### src/rtl/sjfq_pkg.sv
`timescale 1ns / 1ps
// ----------------------------------------------------------------------------
// sjfq_pkg: shared types and constants
// Transaction payloads, status codes, queue entry layout and the reset values
// of the per-kind minutes registers.
// ----------------------------------------------------------------------------
package sjfq_pkg;

	localparam int QUEUE_DEPTH = 128;
	localparam int NUM_KINDS   = 8;

	localparam int KIND_W   = 3;
	localparam int AMOUNT_W = 8;
	localparam int MIN_W    = 10;
	localparam int KEY_W    = 18;
	localparam int CFG_IDX_W = 4;

	localparam logic OP_ENQ = 1'b0;
	localparam logic OP_DEQ = 1'b1;

	typedef enum logic [1:0] {
		ST_DONE  = 2'd0,
		ST_FULL  = 2'd1,
		ST_EMPTY = 2'd2
	} status_t;

	localparam logic [MIN_W-1:0] MINUTES_RESET [NUM_KINDS] = '{
		10'd45, 10'd90, 10'd105, 10'd45, 10'd105, 10'd85, 10'd45, 10'd10
	};

	typedef struct packed {
		logic                operation;
		logic [KIND_W-1:0]   item_kind;
		logic [AMOUNT_W-1:0] amount;
	} req_t;

	typedef struct packed {
		status_t             status;
		logic [KIND_W-1:0]   out_kind;
		logic [AMOUNT_W-1:0] out_amount;
		logic [KEY_W-1:0]    out_key;
	} rsp_t;

	typedef struct packed {
		logic [KIND_W-1:0]   kind;
		logic [AMOUNT_W-1:0] amount;
		logic [KEY_W-1:0]    key;
	} entry_t;

	// controller -> datapath
	typedef struct packed {
		logic    capture;      // latch request, compute key
		logic    ld_ins;       // init insertion pointers at the tail
		logic    step;         // move insertion pointers one slot toward head
		logic    rd_head;      // read head entry
		logic    rd_ptr;       // read entry just ahead of the write slot
		logic    wr_shift;     // move read entry one slot back
		logic    wr_new;       // write the new entry at the write slot
		logic    enq_commit;
		logic    deq_commit;
		logic    out_load;
		status_t out_status;
		logic    out_with_data;
	} cmd_t;

	// datapath -> controller
	typedef struct packed {
		logic op_deq;
		logic full;
		logic empty;
		logic j_zero;
		logic greater;
		logic out_free;
	} sts_t;

endpackage

### src/rtl/sjfq_ctrl.sv
`timescale 1ns / 1ps
// ----------------------------------------------------------------------------
// sjfq_ctrl: queue controller
// Sequences one transaction at a time: decode, insertion walk or head pop,
// then hand the result to the output register.
// ----------------------------------------------------------------------------
module sjfq_ctrl (
	input  logic           clk,
	input  logic           arst_n,
	input  logic           req_valid,
	output logic           req_stall,
	output sjfq_pkg::cmd_t cmd,
	input  sjfq_pkg::sts_t sts
);

	typedef enum logic [5:0] {
		S_IDLE     = 6'b000001,
		S_DECODE   = 6'b000010,
		S_INS_CHK  = 6'b000100,
		S_INS_CMP  = 6'b001000,
		S_DEQ_DATA = 6'b010000,
		S_RESP     = 6'b100000
	} state_t;

	state_t            state_q, state_d;
	sjfq_pkg::status_t resp_status_q, resp_status_d;
	logic              resp_data_q, resp_data_d;
	logic              accept;

	assign req_stall = (state_q != S_IDLE);
	assign accept    = req_valid && !req_stall;

	always_comb begin
		state_d       = state_q;
		resp_status_d = resp_status_q;
		resp_data_d   = resp_data_q;
		cmd           = '0;
		cmd.out_status    = resp_status_q;
		cmd.out_with_data = resp_data_q;
		unique case (state_q)
			S_IDLE: begin
				if (accept) begin
					cmd.capture = 1'b1;
					state_d     = S_DECODE;
				end
			end
			S_DECODE: begin
				resp_status_d = sjfq_pkg::ST_DONE;
				resp_data_d   = 1'b0;
				if (sts.op_deq) begin
					if (sts.empty) begin
						resp_status_d = sjfq_pkg::ST_EMPTY;
						state_d       = S_RESP;
					end else begin
						cmd.rd_head = 1'b1;
						state_d     = S_DEQ_DATA;
					end
				end else begin
					if (sts.full) begin
						resp_status_d = sjfq_pkg::ST_FULL;
						state_d       = S_RESP;
					end else begin
						cmd.ld_ins = 1'b1;
						state_d    = S_INS_CHK;
					end
				end
			end
			S_INS_CHK: begin
				if (sts.j_zero) begin
					cmd.wr_new     = 1'b1;
					cmd.enq_commit = 1'b1;
					state_d        = S_RESP;
				end else begin
					cmd.rd_ptr = 1'b1;
					state_d    = S_INS_CMP;
				end
			end
			S_INS_CMP: begin
				// strictly greater moves back; equal keys stay ahead (FIFO)
				if (sts.greater) begin
					cmd.wr_shift = 1'b1;
					cmd.step     = 1'b1;
					state_d      = S_INS_CHK;
				end else begin
					cmd.wr_new     = 1'b1;
					cmd.enq_commit = 1'b1;
					state_d        = S_RESP;
				end
			end
			S_DEQ_DATA: begin
				cmd.deq_commit = 1'b1;
				resp_data_d    = 1'b1;
				state_d        = S_RESP;
			end
			S_RESP: begin
				if (sts.out_free) begin
					cmd.out_load = 1'b1;
					state_d      = S_IDLE;
				end
			end
			default: begin
				state_d = S_IDLE;
			end
		endcase
	end

	always_ff @(posedge clk or negedge arst_n) begin
		if (!arst_n) begin
			state_q       <= S_IDLE;
			resp_status_q <= sjfq_pkg::ST_DONE;
			resp_data_q   <= 1'b0;
		end else begin
			state_q       <= state_d;
			resp_status_q <= resp_status_d;
			resp_data_q   <= resp_data_d;
		end
	end

	a_decode_after_accept: assert property (@(posedge clk) disable iff (!arst_n)
		accept |=> state_q == S_DECODE)
		else $error("accepted transaction not decoded next cycle");

	a_cmp_after_read: assert property (@(posedge clk) disable iff (!arst_n)
		state_q == S_INS_CMP |-> $past(cmd.rd_ptr))
		else $error("compare without a preceding read");

	a_deq_after_head_read: assert property (@(posedge clk) disable iff (!arst_n)
		state_q == S_DEQ_DATA |-> $past(cmd.rd_head))
		else $error("dequeue data without a head read");

	a_single_write: assert property (@(posedge clk) disable iff (!arst_n)
		cmd.wr_new |-> !cmd.wr_shift && $past(state_q != S_IDLE))
		else $error("conflicting store writes");

endmodule

### config.mk
export PLATFORM = sky130hd
export DESIGN_NAME = sjfq_ctrl
export DESIGN_NICKNAME = d
export VERILOG_FILES = /design/src/rtl/sjfq_pkg.sv /design/src/rtl/sjfq_ctrl.sv
export SDC_FILE = /design/constraint.sdc
export NUM_CORES = 1
export LEC_CHECK = 0
export BUFFER_PORTS_ARGS = -buffer_cell sky130_fd_sc_hd__buf_2
export CAP_MARGIN = 20
export CORE_MARGIN = 8
export CORE_UTILIZATION = 40
export CTS_BUF_LIST = sky130_fd_sc_hd__clkbuf_16
export CTS_CLUSTER_DIAMETER = 40
export DETAILED_ROUTE_END_ITERATION = 6
export HOLD_SLACK_MARGIN = 0.1
export MAX_ROUTING_LAYER = met4
export PLACE_DENSITY = 0.82
export RECOVER_POWER = 25
export SYNTH_ARGS = -nofsm -noshare
export SYNTH_HDL_FRONTEND = slang
export SYNTH_SLANG_ARGS = --single-unit
### constraint.sdc
create_clock -name clk -period 1.25 [get_ports clk]
set_input_delay 0.0625 -clock clk [delete_from_list [all_inputs] [get_ports clk]]
set_output_delay 0.0625 -clock clk [all_outputs]
set_load 0.05 [all_outputs]
Yosys cells after proc, flatten, opt, wreduce, memory -nomap -nowiden:

Cells that the tools add are included.

* bits in registers: 9
* logic and storage cells: 46
* bits of input ports: 9
* output and inout bits: 14

* eq/ne operators: 9
* muxes and demuxes: 30
* reduce and logical (&&, ||, !) cells: 4

Operators by type and width (count)
* two-way mux 6 bit: 7
* one-hot mux 6 bit (6 select lines): 1
* two-way mux 1 bit: 16
* two-way mux 2 bit: 4
* == test 6 x 1 -> 1 bit, second input constant: 1
* == test 6 x 2 -> 1 bit, second input constant: 1
* == test 6 x 3 -> 1 bit, second input constant: 1
* == test 6 x 4 -> 1 bit, second input constant: 1
* == test 6 x 5 -> 1 bit, second input constant: 1
* == test 6 bit, second input constant: 1
* != test 6 x 1 -> 1 bit, second input constant: 1
* != test 2 bit, second input constant: 2
* one-hot mux 2 bit (2 select lines): 1
* one-hot mux 1 bit (2 select lines): 1
* AND reduction 2 bit: 1
* nonzero test 2 bit: 1
* logical AND 1 bit: 1
* zero test 1 bit: 1

Longest topological paths before layout:

* word-level depth: 5
* depth in mapped cells: 5
* mapped depth without buffers: 4

Worst setup path after synthesis:

No wires, ideal clock.

* path type: register to output
* from: register state_q[5]
* to: output port cmd[12] in the netlist's numbering
* arrival time: 2.056 ns
* setup slack: -0.869 ns
* cell stages (with the launch flop): 4
* path buffers: 0
* data required time: 1.188 ns
* path through: dfrtp_1 -> nor2_1 -> nand4b_1 -> nor2_1

RTL lines
* from (decl): line sjfq_ctrl.sv:25 `state_t state_q, state_d;`
* from (signal assigned): line sjfq_ctrl.sv:113 `state_q <= state_d;`
* to (decl): line sjfq_ctrl.sv:12 `output sjfq_pkg::cmd_t cmd,`

==> run_results.csv <==
group,metric,value,unit
clock_tree,cts_root_buf,"clkbuf_16",
min_path,hp-class,"in -> reg",
sta,relSlewSlack,68.1,%
synthesis,yosys_warnings,0,
worst_setup_path,cp_slowest_cell,"dfstp_2",
worst_setup_path,critPathRequiredTime,1.19,ns
sta,rsz0062_at_grt,"yes",
placed_design,routabilityCongestion,0.726,
detailed_routing,ant_nets,0,
die,rows,14,
sta,setup_viol,18,
detailed_routing,vias,616,
synthesis,synth_compound_area_share,10.3,%
detailed_routing,drtIter0Drc,6,
sta,max_freq,0.635,GHz
worst_setup_path,cp_data_arrival_time,1.51,ns
synthesis,synth-seq-area-share,38.7,%
outcome,status,"complete, but fails checks",
synthesis,synth.area.top_cells,"dfrtp_1, buf_4, nand3b_1",
sta,drv_slew,0,
final_layout,syn_to_final_growth,98.3,%
worst_setup_path,critPathLaunch,"state_q[0]",
power_and_ir_drop,pwr-share-seq,22.2,%
synthesis,synth_top_cell_by_area,"dfrtp_1",
grt,grt_max_degree,10,
worst_setup_path,crit_fanout,4,
final_layout,final_cell_mix,"buf_4, buf_6, buf_2",
outcome,violations,"negative setup slack",
power_and_ir_drop,internal_power,1.40,mW
placed_design,hpwl,1140,um
grt,grt_use_total,14.3,%
detailed_routing,drc,0,
run,cap_violations,0,
grt,grt_pass1_vias,670,
grt,grt_pass1_wl,2960,um
die,die_h,54.3,um
power_and_ir_drop,p_switching,0.949,mW
clock_tree,clock-sinks,9,
final_layout,nNetsFinal,116,
detailed_routing,dr.pass1.iters,4,
clock_tree,cts_tree,"built",
detailed_routing,topRoutingLayerUsed,"met4",
sta,finalCriticalPeriod,1.58,ns
detailed_routing,wl_met1,761,um
clock_tree,clock_latency,0.23,ns
power_and_ir_drop,swShare,40.5,%
final_layout,drive_gt1_share,70.8,%
final_layout,fillerInstances,87,
worst_setup_path,cp-start-kind,"flop",
worst_setup_path,end_kind,"output pin",
clock_tree,clk_pin_slew,0.04,ns
min_path,min_from,"req_valid",
synthesis,synth_cell_types,29,
synthesis,mappedNetlistNets,69,
placed_design,numPortBuffers,22,
worst_setup_path,crit_family,"flip-flops",
grt,grt_antenna_before_repair,0,
sta,fin_hold_ws,0.125,ns
synthesis,synth_xor_area_share,1.50,%
die,die_w,54.3,um
power_and_ir_drop,comb_power_share,54.4,%
detailed_routing,post_drt_wl_per_cell,17.1,um
worst_setup_path,path_cells,"buf_6, nand4b_1, nor2_4, buf_8",
grt,grt_overflow,0,
power_and_ir_drop,p_per_area,2020,nW/um^2
detailed_routing,wl_met2,1170,um
worst_setup_path,crit_buf_inv,2,
sta,clock_skew,0.000365,ns
detailed_routing,dr_wl_met3,101,um
synthesis,synth_edf_count,0,
die,die_area,2940,um^2
power_and_ir_drop,power,2.34,mW
detailed_routing,wirelength,2080,um
synthesis,ys.flop_type,"dfrtp_1",
synthesis,synth_cells,60,
worst_setup_path,cp_slowest_stage_delay,0.61,ns
detailed_routing,routed_via_density,5.05,
power_and_ir_drop,irDropWorstVdd,0.00153,V
synthesis,synth_area,586,um^2
synthesis,syn_area_per_cell,9.76,um^2
synthesis,muxShareOfSynthArea,1.92,%
die,pin_count,23,
worst_setup_path,r2r_start,"state_q[1]",
sta,fin_crit_sh,126,%
die,start_util,40.8,%
sta,tightestPinTransition,0.479,ns
final_layout,diodes,0,
synthesis,synth_top_family_by_area,"simple AND/OR/NAND/NOR gates",
synthesis,synth-simple-area-share,35.5,%
die,core_area,1440,um^2
power_and_ir_drop,clkPwrFrac,23.5,%
synthesis,synth_fa_ha_area_share,0,%
synthesis,yosysTopAreaCellShare,34.2,%
clock_tree,cts_buffers,3,
placed_design,place_ws,-0.217,ns
clock_tree,clock_path_buffers,2,
sta,hold_violations,0,
power_and_ir_drop,p_leak,0.578,nW
synthesis,ys_async_sr_fraction,100,%
sta,setup_ws,-0.326,ns
final_layout,final_common_cell,"buf_4",
clock_tree,htreeDepth,1,
worst_setup_path,crit_type,"reg -> out",
synthesis,ys_seq_elements,9,
-- through the flow --
step | cell area, um^2 | cells | util, % | setup TNS (ns)
CTS | 1070 | 118 | 74.7 | -3.66
floorplan | 628 | 60 | - | -2.71
global placement | 781 | 103 | 54.4 | -1.75
detailed placement | 781 | 103 | 54.4 | -2.12
finish | 1160 | 122 | 80.8 | -4.37
global route | 1160 | 122 | 80.8 | -5.43
-- per-layer routing --
layer  up-vias  track usage [%]
li1        296                -
met1       295             13.4
met2        18             27.1
met3         7             1.90
met4         0             7.79
met5         -                -
-- Yosys cell counts (2+ instances only) --
master,count
and3_1,2
or3b_1,2
nor4_2,2
nor3b_1,2
o21ai_0,3
nor2_1,5
buf_4,6
nand3b_1,4
inv_1,4
nand2_1,4
dfrtp_1,8
-- cell type report --
cell class	instances	area, um^2	area share [%]
repair buffers	49	427	36.7
flip-flops and latches	9	231	19.9
inverters	4	15.0	1.29
clock buffers	3	75.1	6.47
clock inverters	1	3.75	0.323
multi-input cells	40	389	33.5
well taps	16	20.0	1.72
-- flip-flops by register name, summed over array words and instances (netlist names) --
signal and cells:
state_q 6, resp_status_q 2, resp_data_q 1
-- worst register-to-register path, cell delays in order (launching register included) --
cell	delay, ns
dfrtp_2	0.45
nor4_4	0.31
nand3b_1	0.15
buf_4	0.16
buf_6	0.12
buf_6	0.11
o211ai_1	0.08
a21boi_1	0.09
-- logic make-up (layout without fill, tap and decap cells) --
| logic type | count (synthesis) | after routing |
|---|---|---|
| buffers and inverters | 11 | 57 |
| and+or+nand+nor | 29 | 29 |
| AOI/OAI and AO/OA | 9 | 9 |
| muxes | 1 | 1 |
| xor gates and xnor gates | 1 | 1 |
| DFF | 9 | 9 |
-- worst paths after layout --
| kind | endpoint | slack (ns) | cells after the start |
|---|---|---|---|
| worst max-delay path | cmd[12] | -0.33 | 4 |
| worst min-delay path | state_q[0] | 0.12 | 3 |
| worst max register to register | state_q[0] | -0.30 | 7 |
| worst min register to register | resp_data_q | 0.48 | 2 |
| max in group asynchronous | state_q[3] | 0.57 | 2 |
| min in group asynchronous | resp_status_q[1] | 0.32 | 2 |
-- power groups by stage --
stage / logic (mW) / registers, mW / clock network (mW)
2_1_floorplan: 0.575 / 0.552 / 0
3_3_place_gp: 0.872 / 0.459 / 0
3_5_place_dp: 0.886 / 0.465 / 0
4_1_cts: 1.07 / 0.494 / 0.558
5_1_grt: 1.34 / 0.530 / 0.583
6_report: 1.28 / 0.519 / 0.550
-- timing repair --
| action | CTS | global route |
|---|---|---|
| pin swaps | 11 | 9 |
| setup endpoints to repair | 18 | 18 |
| setup buffers | 9 | 6 |
| resized for setup | 37 | 18 |
| hold buffers | 2 | 0 |
| endpoints found under the hold margin | 10 | 0 |
(Power assumes the default switching activity.)
